`src/rtl/top_k_largest_min_heap_assert.svh`:
```
// ----------------------------------------------------------------------------
// Top-K largest selector: assertion macros
// Concurrent check macros shared by the RTL files. They expand to nothing
// when SYNTHESIS is defined.
// ----------------------------------------------------------------------------
`ifndef TOP_K_LARGEST_MIN_HEAP_ASSERT_SVH
`define TOP_K_LARGEST_MIN_HEAP_ASSERT_SVH

`ifndef SYNTHESIS
// Same-cycle implication under an active-low reset.
`define TKMH_ASSERT_IMP(label, clk, rstn, ante, cons) \
    label: assert property (@(posedge clk) disable iff (!rstn) (ante) |-> (cons)) \
        else $error("%m: same-cycle check failed");
// Next-cycle implication under an active-low reset.
`define TKMH_ASSERT_NXT(label, clk, rstn, ante, cons) \
    label: assert property (@(posedge clk) disable iff (!rstn) (ante) |=> (cons)) \
        else $error("%m: next-cycle check failed");
`else
`define TKMH_ASSERT_IMP(label, clk, rstn, ante, cons)
`define TKMH_ASSERT_NXT(label, clk, rstn, ante, cons)
`endif

`endif

```
`src/rtl/tkmh_pkg.sv`:
```
// ----------------------------------------------------------------------------
// Top-K largest selector: package
// Field widths, defaults, controller states and the command and status
// bundles that join the controller to the datapath.
// ----------------------------------------------------------------------------
package tkmh_pkg;

    localparam int KEY_W        = 16;
    localparam int TAG_W        = 32;
    localparam int ENTRY_W      = KEY_W + TAG_W;
    localparam int KEEP_W       = 7;
    localparam int MAX_KEEP_DEF = 64;
    localparam logic [KEEP_W-1:0] KEEP_RESET = 7'd50;

    typedef enum logic [3:0] {
        ST_IDLE,
        ST_ITEM,
        ST_HEAP_NEXT,
        ST_HEAP_LOAD,
        ST_ROOT_CMP,
        ST_SIFT_RD,
        ST_SIFT_CMP,
        ST_EMIT_RD,
        ST_EMIT_LD
    } state_t;

    typedef struct packed {
        logic cfg_write;
        logic load_item;
        logic append;
        logic heap_init;
        logic heap_dec_read;
        logic carry_from_rd;
        logic set_heaped;
        logic rd_root;
        logic carry_item;
        logic rd_children;
        logic sift_step;
        logic write_carried;
        logic rd_emit;
        logic out_load;
        logic list_clear;
    } cmd_t;

    typedef struct packed {
        logic below_k;
        logic heaped;
        logic item_last;
        logic root_less;
        logic sift_stop;
        logic hi_zero;
        logic out_free;
        logic emit_final;
    } status_t;

endpackage

```
`src/rtl/tkmh_dp.sv`:
```
// ----------------------------------------------------------------------------
// Top-K largest selector: datapath
// Entry store with two registered read ports, item and carry registers,
// sift-down comparators and the output register.
// ----------------------------------------------------------------------------
module tkmh_dp #(
    parameter int MAX_KEEP = tkmh_pkg::MAX_KEEP_DEF
) (
    input  logic                          aclk,
    input  logic                          aresetn,
    input  tkmh_pkg::cmd_t                cmd,
    output tkmh_pkg::status_t             status,
    input  logic [tkmh_pkg::KEEP_W-1:0]   cfg_data,
    input  logic [tkmh_pkg::ENTRY_W-1:0]  s_tdata,
    input  logic                          s_tlast,
    output logic                          m_tvalid,
    input  logic                          m_tready,
    output logic [tkmh_pkg::ENTRY_W-1:0]  m_tdata,
    output logic                          m_tlast
);
    import tkmh_pkg::*;

    localparam int AW = $clog2(MAX_KEEP);
    localparam int CW = $clog2(MAX_KEEP + 1);
    localparam int LW = AW + 2;

    // Entry layout matches the stream: key in the low bits, tag above it.
    logic [ENTRY_W-1:0] mem [MAX_KEEP];
    logic [ENTRY_W-1:0] rd_a_reg, rd_b_reg;

    logic [KEEP_W-1:0]  keep_reg, keep_next;
    logic [CW-1:0]      count_reg, count_next;
    logic               heaped_reg, heaped_next;
    logic               out_valid_reg, out_valid_next;
    logic [ENTRY_W-1:0] item_reg, item_next;
    logic               last_reg, last_next;
    logic [ENTRY_W-1:0] carry_reg, carry_next;
    logic [AW-1:0]      pos_reg, pos_next;
    logic [AW-1:0]      hi_reg, hi_next;
    logic [AW-1:0]      ei_reg, ei_next;
    logic [ENTRY_W-1:0] out_data_reg, out_data_next;
    logic               out_last_reg, out_last_next;

    logic [CW-1:0]      k_eff;
    logic [LW-1:0]      lc, rc;
    logic               lc_ok, rc_ok, sel_l, sel_r;
    logic [KEY_W-1:0]   min_key;
    logic [AW-1:0]      child_idx;
    logic [ENTRY_W-1:0] child_ent;
    logic [AW-1:0]      addr_a, addr_b, waddr;
    logic               we;
    logic [ENTRY_W-1:0] wdata;
    logic               emit_final;

    // Out-of-range register values are clamped to 1..MAX_KEEP.
    always_comb begin
        if (keep_reg == '0) begin
            k_eff = CW'(1);
        end else if (keep_reg > KEEP_W'(MAX_KEEP)) begin
            k_eff = CW'(MAX_KEEP);
        end else begin
            k_eff = CW'(keep_reg);
        end
    end

    assign lc    = {1'b0, pos_reg, 1'b1};
    assign rc    = {1'b0, pos_reg, 1'b0} + LW'(2);
    assign lc_ok = lc < LW'(k_eff);
    assign rc_ok = rc < LW'(k_eff);

    // Pick the smallest of carried entry and children; ties keep the parent.
    assign sel_l     = lc_ok && (rd_a_reg[KEY_W-1:0] < carry_reg[KEY_W-1:0]);
    assign min_key   = sel_l ? rd_a_reg[KEY_W-1:0] : carry_reg[KEY_W-1:0];
    assign sel_r     = rc_ok && (rd_b_reg[KEY_W-1:0] < min_key);
    assign child_idx = sel_r ? rc[AW-1:0] : lc[AW-1:0];
    assign child_ent = sel_r ? rd_b_reg : rd_a_reg;

    assign emit_final = (CW'(ei_reg) + CW'(1)) == count_reg;

    always_comb begin
        status.below_k    = count_reg < k_eff;
        status.heaped     = heaped_reg;
        status.item_last  = last_reg;
        status.root_less  = item_reg[KEY_W-1:0] > rd_a_reg[KEY_W-1:0];
        status.sift_stop  = !sel_l && !sel_r;
        status.hi_zero    = hi_reg == '0;
        status.out_free   = !out_valid_reg || m_tready;
        status.emit_final = emit_final;
    end

    always_comb begin
        if (cmd.heap_dec_read) begin
            addr_a = hi_reg - AW'(1);
        end else if (cmd.rd_children) begin
            addr_a = lc[AW-1:0];
        end else if (cmd.rd_emit) begin
            addr_a = ei_reg;
        end else if (cmd.rd_root) begin
            addr_a = '0;
        end else begin
            addr_a = '0;
        end
        addr_b = rc[AW-1:0];
    end

    always_comb begin
        we    = 1'b0;
        waddr = pos_reg;
        wdata = carry_reg;
        if (cmd.append) begin
            we    = 1'b1;
            waddr = count_reg[AW-1:0];
            wdata = item_reg;
        end else if (cmd.sift_step) begin
            we    = 1'b1;
            wdata = child_ent;
        end else if (cmd.write_carried) begin
            we    = 1'b1;
        end
    end

    always_ff @(posedge aclk) begin
        if (we) begin
            mem[waddr] <= wdata;
        end
        rd_a_reg <= mem[addr_a];
        rd_b_reg <= mem[addr_b];
    end

    always_comb begin
        keep_next      = keep_reg;
        count_next     = count_reg;
        heaped_next    = heaped_reg;
        out_valid_next = out_valid_reg;
        item_next      = item_reg;
        last_next      = last_reg;
        carry_next     = carry_reg;
        pos_next       = pos_reg;
        hi_next        = hi_reg;
        ei_next        = ei_reg;
        out_data_next  = out_data_reg;
        out_last_next  = out_last_reg;

        if (cmd.cfg_write) begin
            keep_next   = cfg_data;
            count_next  = '0;
            heaped_next = 1'b0;
        end
        if (cmd.load_item) begin
            item_next = s_tdata;
            last_next = s_tlast;
            ei_next   = '0;
        end
        if (cmd.append) begin
            count_next = count_reg + CW'(1);
        end
        if (cmd.heap_init) begin
            hi_next = AW'(k_eff >> 1);
        end
        if (cmd.heap_dec_read) begin
            hi_next = hi_reg - AW'(1);
        end
        if (cmd.carry_from_rd) begin
            carry_next = rd_a_reg;
            pos_next   = hi_reg;
        end
        if (cmd.set_heaped) begin
            heaped_next = 1'b1;
        end
        if (cmd.carry_item) begin
            carry_next = item_reg;
            pos_next   = '0;
        end
        if (cmd.sift_step) begin
            pos_next = child_idx;
        end
        if (m_tready) begin
            out_valid_next = 1'b0;
        end
        if (cmd.out_load) begin
            out_valid_next = 1'b1;
            out_data_next  = rd_a_reg;
            out_last_next  = emit_final;
            ei_next        = ei_reg + AW'(1);
        end
        if (cmd.list_clear) begin
            count_next  = '0;
            heaped_next = 1'b0;
        end
    end

    always_ff @(posedge aclk) begin
        if (!aresetn) begin
            keep_reg      <= KEEP_RESET;
            count_reg     <= '0;
            heaped_reg    <= 1'b0;
            out_valid_reg <= 1'b0;
        end else begin
            keep_reg      <= keep_next;
            count_reg     <= count_next;
            heaped_reg    <= heaped_next;
            out_valid_reg <= out_valid_next;
        end
    end

    always_ff @(posedge aclk) begin
        item_reg     <= item_next;
        last_reg     <= last_next;
        carry_reg    <= carry_next;
        pos_reg      <= pos_next;
        hi_reg       <= hi_next;
        ei_reg       <= ei_next;
        out_data_reg <= out_data_next;
        out_last_reg <= out_last_next;
    end

    assign m_tvalid = out_valid_reg;
    assign m_tdata  = out_data_reg;
    assign m_tlast  = out_last_reg;

endmodule

```
`src/rtl/tkmh_ctrl.sv`:
```
// ----------------------------------------------------------------------------
// Top-K largest selector: controller
// Sequences append, heap build, root replacement with sift-down, and the
// read-out of the retained entries.
// ----------------------------------------------------------------------------
module tkmh_ctrl (
    input  logic              aclk,
    input  logic              aresetn,
    input  logic              s_tvalid,
    output logic              s_tready,
    input  logic              cfg_valid,
    output logic              cfg_ready,
    input  tkmh_pkg::status_t status,
    output tkmh_pkg::cmd_t    cmd
);
    import tkmh_pkg::*;

    state_t state_reg, state_next;

    always_ff @(posedge aclk) begin
        if (!aresetn) begin
            state_reg <= ST_IDLE;
        end else begin
            state_reg <= state_next;
        end
    end

    always_comb begin
        state_next = state_reg;
        cmd        = '0;
        s_tready   = 1'b0;
        cfg_ready  = 1'b0;
        case (state_reg)
            ST_IDLE: begin
                cfg_ready = 1'b1;
                s_tready  = !cfg_valid;
                if (cfg_valid) begin
                    cmd.cfg_write = 1'b1;
                end else if (s_tvalid) begin
                    cmd.load_item = 1'b1;
                    state_next    = ST_ITEM;
                end
            end
            ST_ITEM: begin
                if (status.below_k) begin
                    cmd.append = 1'b1;
                    state_next = status.item_last ? ST_EMIT_RD : ST_IDLE;
                end else if (!status.heaped) begin
                    cmd.heap_init = 1'b1;
                    state_next    = ST_HEAP_NEXT;
                end else begin
                    cmd.rd_root = 1'b1;
                    state_next  = ST_ROOT_CMP;
                end
            end
            ST_HEAP_NEXT: begin
                if (status.hi_zero) begin
                    cmd.set_heaped = 1'b1;
                    cmd.rd_root    = 1'b1;
                    state_next     = ST_ROOT_CMP;
                end else begin
                    cmd.heap_dec_read = 1'b1;
                    state_next        = ST_HEAP_LOAD;
                end
            end
            ST_HEAP_LOAD: begin
                cmd.carry_from_rd = 1'b1;
                state_next        = ST_SIFT_RD;
            end
            ST_ROOT_CMP: begin
                if (status.root_less) begin
                    cmd.carry_item = 1'b1;
                    state_next     = ST_SIFT_RD;
                end else begin
                    state_next = status.item_last ? ST_EMIT_RD : ST_IDLE;
                end
            end
            ST_SIFT_RD: begin
                cmd.rd_children = 1'b1;
                state_next      = ST_SIFT_CMP;
            end
            ST_SIFT_CMP: begin
                if (!status.sift_stop) begin
                    cmd.sift_step = 1'b1;
                    state_next    = ST_SIFT_RD;
                end else begin
                    cmd.write_carried = 1'b1;
                    if (!status.heaped) begin
                        state_next = ST_HEAP_NEXT;
                    end else begin
                        state_next = status.item_last ? ST_EMIT_RD : ST_IDLE;
                    end
                end
            end
            ST_EMIT_RD: begin
                if (status.out_free) begin
                    cmd.rd_emit = 1'b1;
                    state_next  = ST_EMIT_LD;
                end
            end
            ST_EMIT_LD: begin
                cmd.out_load = 1'b1;
                if (status.emit_final) begin
                    cmd.list_clear = 1'b1;
                    state_next     = ST_IDLE;
                end else begin
                    state_next = ST_EMIT_RD;
                end
            end
            default: begin
                state_next = ST_IDLE;
            end
        endcase
    end

endmodule

```
`src/rtl/top_k_largest_min_heap.sv`:
```
// ----------------------------------------------------------------------------
// Top-K largest selector with a min-heap
// Keeps the K entries with the largest keys out of a list of key and tag
// pairs and streams them out after the last item of the list.
// ----------------------------------------------------------------------------
//
//  Channel   Direction  Handshake              Payload
//  cfg_*     in         cfg_valid / cfg_ready  keep_count (K)
//  s_*       in         s_tvalid / s_tready    key, tag; last_item on s_tlast
//  m_*       out        m_tvalid / m_tready    kept_key, kept_tag; final_entry on m_tlast
//
//  While fewer than K entries are held, an item is accepted and then appended to the
//  store. Once the store is full, an item that does not beat the root is dropped, and
//  one that replaces the root is sifted down, at most 6 heap levels for K = 64; at
//  each level the sift-down reads both children, then compares and writes back.
//  The first item past K also pays for the heap build, one sift-down for each
//  of the K/2 inner nodes. Each retained entry is read from the store and then
//  loaded into the output register. Reset is synchronous and active low; the store
//  itself is not cleared. A stalled m_tready holds the read-out; the last result may
//  still wait in the output register while the next transaction is accepted on s_*.
//
module top_k_largest_min_heap #(
    parameter int MAX_KEEP = tkmh_pkg::MAX_KEEP_DEF
) (
    input  logic                          aclk,
    input  logic                          aresetn,
    // Configuration write channel: keep_count.
    input  logic                          cfg_valid,
    output logic                          cfg_ready,
    input  logic [tkmh_pkg::KEEP_W-1:0]   cfg_data,
    // Input items.
    input  logic                          s_tvalid,
    output logic                          s_tready,
    input  logic [tkmh_pkg::ENTRY_W-1:0]  s_tdata,   // [15:0] key, [47:16] tag
    input  logic                          s_tlast,   // last_item
    // Retained entries.
    output logic                          m_tvalid,
    input  logic                          m_tready,
    output logic [tkmh_pkg::ENTRY_W-1:0]  m_tdata,   // [15:0] kept_key, [47:16] kept_tag
    output logic                          m_tlast    // final_entry
);
    import tkmh_pkg::*;

`include "top_k_largest_min_heap_assert.svh"

    cmd_t    cmd;
    status_t status;

    // The controller only sequences; all storage and compares sit in the datapath.
    tkmh_ctrl u_ctrl (
        .aclk      (aclk),
        .aresetn   (aresetn),
        .s_tvalid  (s_tvalid),
        .s_tready  (s_tready),
        .cfg_valid (cfg_valid),
        .cfg_ready (cfg_ready),
        .status    (status),
        .cmd       (cmd)
    );

    tkmh_dp #(
        .MAX_KEEP (MAX_KEEP)
    ) u_dp (
        .aclk     (aclk),
        .aresetn  (aresetn),
        .cmd      (cmd),
        .status   (status),
        .cfg_data (cfg_data),
        .s_tdata  (s_tdata),
        .s_tlast  (s_tlast),
        .m_tvalid (m_tvalid),
        .m_tready (m_tready),
        .m_tdata  (m_tdata),
        .m_tlast  (m_tlast)
    );

    // A configuration write and an item transaction never land on the same edge.
    `TKMH_ASSERT_IMP(a_cfg_item_excl, aclk, aresetn, s_tvalid && s_tready, !(cfg_valid && cfg_ready))

    // One item at a time: after an item is taken the input side closes.
    `TKMH_ASSERT_NXT(a_item_closes, aclk, aresetn, s_tvalid && s_tready, !s_tready)

    // The output register is always empty when a new entry is loaded into it.
    `TKMH_ASSERT_IMP(a_out_free_on_load, aclk, aresetn, cmd.out_load, !m_tvalid)

endmodule
```
`config.mk`:
```
export PLATFORM = sky130hd
export DESIGN_NAME = top_k_largest_min_heap
export DESIGN_NICKNAME = d
export VERILOG_FILES = /design/src/rtl/tkmh_pkg.sv /design/src/rtl/tkmh_dp.sv /design/src/rtl/tkmh_ctrl.sv /design/src/rtl/top_k_largest_min_heap.sv
export VERILOG_INCLUDE_DIRS = /design/src /design/src/rtl
export SDC_FILE = /design/constraint.sdc
export NUM_CORES = 2
export LEC_CHECK = 0
export ABC_CLOCK_PERIOD_IN_PS = 11800
export BUFFER_PORTS_ARGS = -buffer_cell sky130_fd_sc_hd__buf_2
export CORE_ASPECT_RATIO = 0.8
export CORE_MARGIN = 5
export CORE_UTILIZATION = 25
export CTS_BUF_LIST = sky130_fd_sc_hd__clkbuf_4 sky130_fd_sc_hd__clkbuf_8 sky130_fd_sc_hd__clkbuf_16
export DETAILED_ROUTE_END_ITERATION = 7
export PLACE_DENSITY_LB_ADDON = 0.08
export SKIP_CTS_REPAIR_TIMING = 1
export SKIP_LAST_GASP = 1
export SLEW_MARGIN = 20
export SYNTH_ARGS = -nofsm -noshare
export SYNTH_HDL_FRONTEND = slang
export SYNTH_SLANG_ARGS = --single-unit
```
`constraint.sdc`:
```
create_clock -name aclk -period 11.8 [get_ports aclk]
set_clock_uncertainty 0.1 [all_clocks]
set_input_delay 1.77 -clock aclk [delete_from_list [all_inputs] [get_ports aclk]]
set_output_delay 1.77 -clock aclk [all_outputs]
set_load 0.01 [all_outputs]
```
* Word level (Yosys, flattened, before mapping)
Memories as Yosys holds them, arrays and structs flattened. A register that Yosys moved wholly into a read port is not among the register bits.
Index checks and enable logic that the tools add are counted.
** Operators by class
- $add $sub $neg :: 5
- Order comparisons :: 7
- Equal/unequal tests :: 12
- Mux-type cells :: 68
- Bitwise gates (word level) :: 1
- Reductions and logical operators :: 20
** Operators by type and width (number)
- two-way mux 48 bit :: 5
- two-way mux 6 bit :: 12
- one-hot mux 4 bit (9 select lines) :: 1
- < comparator 16 bit :: 2
- two-way mux 1 bit :: 29
- two-way mux 4 bit :: 7
- two-way mux 7 bit :: 4
- equality test 4 x 3 -> 1 bit (second input constant) :: 4
- > comparator 16 bit :: 1
- two-way mux 16 bit :: 1
- < comparator 7 bit :: 2
- two-way mux 3 bit :: 4
- nonzero test 2 bit :: 6
- two-way mux 2 bit :: 5
- adder 7 x 2 -> 8 bit (second input constant) :: 1
- equality test 4 x 2 -> 1 bit (second input constant) :: 2
- < comparator 8 x 7 -> 1 bit :: 1
- adder 6 x 1 -> 7 bit (second input constant) :: 1
- adder 7 x 1 -> 7 bit (second input constant) :: 1
- equality test 7 bit :: 1
- > comparator 7 bit (second input constant) :: 1
- logical NOT 7 bit :: 1
- adder 6 x 1 -> 6 bit (second input constant) :: 1
- logical NOT 6 bit :: 1
- 12 further kinds :: 19
** Storage, ports and cells
- Register bits :: 184
- Bits in writable memories :: 3072
- Input port bits :: 61
- Output and inout bits :: 52
- Word-level logic and storage cells :: 127
- Memories kept :: 1
** Memory list
- u_dp.mem :: words 64, width 48, rd ports 2, clocked after memory_dff 2, wr ports 1, RTL line tkmh_dp.sv:28 : logic [ENTRY_W-1:0] mem [MAX_KEEP];

* Logic depth before layout (Yosys ltp)
- Depth after elaboration :: 17
- Depth in mapped cells :: 25
- Mapped depth without buffers :: 19

* Modules after synthesis
A second synthesis with hierarchy kept.
** Unflattened totals
- Cells, all modules :: 10308
- Area, all modules :: 147127.4 um^2
** Modules (own cells, without submodules)
- tkmh_dp :: times used 1, cells an instance 10248, area each 146604.4 um^2, seq. area each 99415.3 um^2
- tkmh_ctrl :: times used 1, cells an instance 60, area each 523.0 um^2, seq. area each 80.1 um^2

* Worst setup path after synthesis
Ideal clock, no wire load.
- Path type :: register to register
- Start :: reg u_dp.pos_reg[0]
- End :: mem u_dp.mem[0][44] (netlist bit) (data pin)
- Library setup time :: 0.906 ns
- Arrival :: 8.839 ns
- Data required time :: 10.794 ns
- Slack :: 1.955 ns
- Cell stages (with the launch flop) :: 25
- Buffers on the path :: 7
- Clock period less this slack :: 9.845 ns
- Cell sequence :: edfxtp_1 > clkbuf_1 > clkbuf_1 > clkbuf_1 > inv_1 > ha_1 > nand2b_1 > a21oi_1 > a2111oi_0 > o21ai_0 > nor2_1 > clkbuf_1 > clkbuf_1 > mux2i_1 > ha_1 > a21oi_1 > o21ai_0 > a211oi_1 > nand2_1 > nor3_1 > nor3_1 > clkbuf_1 > clkbuf_1 > nor3b_1 > o41ai_1
** Between the ends
- Longest elaborated chain between the ends :: 11
- Elaborated cells on any way between the ends :: 15
- Classes of those cells :: add/sub: 1; order compare: 3; mux: 6; reduce/logical: 5
** RTL lines
- from (decl) :: RTL line tkmh_dp.sv:38 : logic [AW-1:0] pos_reg, pos_next;
- from (signal assigned) :: RTL line tkmh_dp.sv:210 : pos_reg <= pos_next;
- < comparator 7 bit :: RTL line tkmh_dp.sv:68 : assign lc_ok = lc < LW'(k_eff);
- logical AND 1 bit :: RTL line tkmh_dp.sv:72 : assign sel_l = lc_ok && (rd_a_reg[KEY_W-1:0] < carry_reg[KEY_W-1:0]);
- two-way mux 16 bit :: RTL line tkmh_dp.sv:73 : assign min_key = sel_l ? rd_a_reg[KEY_W-1:0] : carry_reg[KEY_W-1:0];
- < comparator 16 bit :: RTL line tkmh_dp.sv:74 : assign sel_r = rc_ok && (rd_b_reg[KEY_W-1:0] < min_key);
- logical AND 1 bit :: RTL line tkmh_dp.sv:74
- logical NOT 1 bit :: RTL line tkmh_dp.sv:85 : status.sift_stop = !sel_l && !sel_r;
- logical AND 1 bit :: RTL line tkmh_dp.sv:85
- two-way mux 1 bit :: RTL line tkmh_ctrl.sv:83 : if (!status.sift_stop) begin
- two-way mux 2 bit :: RTL line tkmh_ctrl.sv:33 : case (state_reg)
- two-way mux 48 bit (*) :: RTL line tkmh_dp.sv:114 : end else if (cmd.sift_step) begin
- two-way mux 48 bit (*) :: RTL line tkmh_dp.sv:110 : if (cmd.append) begin
- via u_dp.wdata[44] :: RTL line tkmh_dp.sv:52 : logic [ENTRY_W-1:0] wdata;
- to (decl) :: RTL line tkmh_dp.sv:28
Mark *: on every way through the listed nets, which the timed path passes. The rest lies on a longest branch.

* Worst setup path after layout
- Start :: reg u_dp.keep_reg[6]
- End :: mem u_dp.mem[13][36] (netlist bit) (data pin)
** Between the ends
- Longest elaborated chain between the ends :: 14
- Elaborated cells on any way between the ends :: 21
- Classes of those cells :: order compare: 5; mux: 10; reduce/logical: 6
** RTL lines
- from (decl) :: RTL line tkmh_dp.sv:31 : logic [KEEP_W-1:0] keep_reg, keep_next;
- from (signal assigned) :: RTL line tkmh_dp.sv:199 : keep_reg <= keep_next;
- > comparator 7 bit :: RTL line tkmh_dp.sv:59 : end else if (keep_reg > KEEP_W'(MAX_KEEP)) begin
- two-way mux 7 bit :: RTL line tkmh_dp.sv:59
- two-way mux 7 bit (*) :: RTL line tkmh_dp.sv:57 : if (keep_reg == '0) begin
- < comparator 7 bit :: RTL line tkmh_dp.sv:68
- logical AND 1 bit :: RTL line tkmh_dp.sv:72
- two-way mux 16 bit :: RTL line tkmh_dp.sv:73
- < comparator 16 bit :: RTL line tkmh_dp.sv:74
- logical AND 1 bit :: RTL line tkmh_dp.sv:74
- logical NOT 1 bit :: RTL line tkmh_dp.sv:85
- logical AND 1 bit :: RTL line tkmh_dp.sv:85
- two-way mux 1 bit :: RTL line tkmh_ctrl.sv:83
- two-way mux 2 bit :: RTL line tkmh_ctrl.sv:33
- two-way mux 48 bit :: RTL line tkmh_dp.sv:114
- two-way mux 48 bit (*) :: RTL line tkmh_dp.sv:110
- via u_dp.wdata[36] :: RTL line tkmh_dp.sv:52
Marks and branches as above.

==> flow_summary.json <==
{
  "drt_first_pass_iters": 8,
  "netlist_instances": 8845,
  "status": "finished clean",
  "fin_crit_ns": 8.06,
  "yosys-top-cells-area": "edfxtp_1, mux4_2, mux2i_1",
  "synth-seq-area-share_pct": 69.2,
  "cts_htree_levels": 5,
  "top_register": "u_dp.mem",
  "cp-startpoint": "u_dp.keep_reg[6]",
  "drt-total-wl_mm": 694,
  "grt_max_degree": 117,
  "synth_flop_cell": "edfxtp_1",
  "die_w_um": 858,
  "fin_crit_sh_pct": 68.3,
  "cp_cell_sequence": "inv_1 -> nand2_1 -> ha_1 -> a21oi_1 -> o22ai_1 -> a2111oi_1 -> o21ai_0 -> nor2_4 -> mux2i_1 -> ha_1 -> a21oi_1 -> o21ai_0 -> a211oi_1 -> nand2_1 -> nor3_1 -> nor3_2 -> buf_4 -> buf_4 -> nor3b_1 -> o41ai_2 -> buf_4",
  "syn-cell-area_um2": 144000,
  "largest_reg_flops": 3072,
  "drcViolationCount": 0,
  "synth-seq-cells": 3352,
  "cpMostUsedCell": "buf_4",
  "syn_nets": 8975,
  "netlist-cell-type-count": 78,
  "clockRootBuffer": "clkbuf_16",
  "peakVddDrop_mv": 0.235,
  "r2r-start": "u_dp.keep_reg[6]",
  "cp.required_ns": 12.40,
  "num_vias": 93200,
  "power_mw": 40.6,
  "setup_viol": 0,
  "wl_per_cell_um": 40.7,
  "synth_top_area_cell": "edfxtp_1",
  "portBuffers": 112,
  "hpwl_mm": 374,
  "die_area_um2": 590000,
  "synth_edf_count": 3236,
  "critical_path_arrival_ns": 8.66,
  "die_h_um": 688,
  "synth_warnings": 0,
  "final_hold_viol_count": 0,
  "fin_nets": 9207,
  "cp_slowest_cell": "nor2_4",
  "critPathKind": "reg2reg",
  "start_util_pct": 25.0,
  "antenna_left": 0,
  "p_per_area_nw_per_um2": 241,
  "insertion_delay_ns": 1.04,
  "drive_above_1_share_pct": 21.7,
  "crit_path_start_kind": "flop",
  "maxSlewViolCount": 0,
  "slowest_delay_ns": 0.86,
  "cts_inserted_buffers": 382,
  "finalSetupTns_ns": 0,
  "gp_congestion": 0.803,
  "io_pins": 113,
  "postSynth.asyncResetShare_pct": 0,
  "grt_antenna_before_repair": 92,
  "tightest_slew_ns": 1.23,
  "yosysTopAreaCellShare_pct": 67.6,
  "fmax_ghz": 0.124,
  "grt_setup_unrepaired": "no",
  "drtIter0Drc": 12900,
  "core-area_um2": 574000,
  "cts.sinks": 3352,
  "clk_path_buf_depth": 4,
  "crit_fanout": 64,
  "avgSynthCellArea_um2": 16.3,
  "maxCapViolations": 0,
  "end_kind": "flop",
  "min_path_type": "reg2reg",
  "gr-total-overflow": 0,
  "grt_usage_pct": 22.7,
  "p_leak_nw": 52.6,
  "via_per_inst": 5.46,
  "cts_tree": "done",
  "slew_headroom_pct": 17.9,
  "rows": 249,
  "min_from": "u_dp.keep_reg[2]",
  "path_clk_slew_ns": 0.06,
  "syn_to_final_growth_pct": 17.4,
  "grt_first_pass_wirelength_mm": 907,
  "grt_pass1_vias": 91000
}
worst max-delay path: cells and delay by family, from the launching register on:
family                   cells  cell delay (ns)
AO/OA/AOI/OAI                8             2.70
buffers and inverters        4             1.40
multiplexers                 1             0.27
adder cells (fa/ha/maj)      2             0.62
AND/OR/NAND/NOR              6             2.18
flip-flops                   1             0.36
synthesized netlist by cell type (48+ instances only):
| cell type | number |
|---|---|
| a21oi_1 | 146 |
| a31oi_1 | 99 |
| a32oi_1 | 101 |
| buf_1 | 70 |
| buf_2 | 198 |
| clkbuf_1 | 320 |
| dfxtp_1 | 116 |
| edfxtp_1 | 3236 |
| ha_1 | 69 |
| inv_1 | 49 |
| mux2_2 | 50 |
| mux2i_1 | 685 |
| mux4_2 | 676 |
| nand2_1 | 1125 |
| nand3_1 | 582 |
| nand4_1 | 57 |
| nor2_1 | 90 |
| nor2b_1 | 57 |
| nor3_1 | 169 |
| nor3b_1 | 50 |
| o21ai_0 | 141 |
| o221ai_1 | 145 |
| o22ai_1 | 237 |
| o41ai_1 | 48 |
worst paths after layout:
kind / endpoint / slack (ns) / cells after the start
hold / removal: u_dp.keep_reg[2] / 0.39 / 2
hold reg to reg: u_dp.keep_reg[2] / 0.39 / 2
setup reg to reg: u_dp.mem[13][36] / 3.74 / 21
setup / recovery: u_dp.mem[13][36] / 3.74 / 21
cells in the final DEF (no fill, tap or decap), drive strengths merged, types with 53 or more instances in the layout:
cell	instances
buf	486
bufinv	53
nand2	1128
edfxtp	3236
o21ai	163
a32oi	101
nand4	57
a31oi	100
o22ai	237
a21oi	147
nor3	170
mux4	676
o221ai	145
dfxtp	116
ha	69
inv	66
mux2i	685
clkbuf	497
nand3	582
nor2b	57
clkinv	129
nor2	94
layer usage:
metal / vias to the layer above / part of all wire, % / track usage [%]
met3: 855 / 7.7 / 4.20
met2: 4673 / 44 / 34.9
met4: 4 / 2.4 / 5.27
li1: 36200 / - / -
met1: 51400 / 46 / 33.3
met5: - / 0.0039 / 0
where the power goes:
group / leakage, nW / switching, mW / internal, mW
registers: 30.1 / 0.569 / 15.4
logic: 15.8 / 8.68 / 3.18
clock network: 6.62 / 5.24 / 7.55
total: 52.6 / 14.5 / 26.2
metrics by stage:
step           worst slack [ns]  hold WS [ns]  utilization, %  cell area [µm²]  instances
2_1_floorplan              1.96         0.336               -           144000       8845
3_3_place_gp               4.04         0.389            27.1           155000      16300
3_5_place_dp               4.03         0.377            27.1           155000      16300
4_1_cts                    3.98         0.388            29.4           169000      17100
5_1_grt                    3.43         0.415            29.4           169000      17100
6_report                   3.74         0.386            29.4           169000      17100
cell type report:
type | count | area, µm²
Clock buffer | 497 | 10600
Multi-Input combinational cell | 4805 | 42200
Sequential cell | 3352 | 99500
Timing Repair Buffer | 486 | 3960
Clock inverter | 213 | 2680
Antenna cell | 10 | 25.0
Tap cell | 7655 | 9580
Inverter | 50 | 205
Fill cell | 56800 | 405000
logic make-up (layout without fill, tap and decap cells):
| logic type | after synthesis | count (layout) | share of synthesized area [%] |
|---|---|---|---|
| multiplexers | 1412 | 1412 | 15.8 |
| other | 0 | 10 | 0 |
| XOR/XNOR | 19 | 19 | 0.125 |
| AO/OA/AOI/OAI | 1070 | 1070 | 5.11 |
| adder cells (fa/ha/maj) | 69 | 69 | 0.601 |
| buffers and inverters | 688 | 1246 | 2.15 |
| flip-flops | 3352 | 3352 | 69.2 |
| AND/OR/NAND/NOR | 2235 | 2235 | 7.03 |
Power figures use the tool's default switching activity.
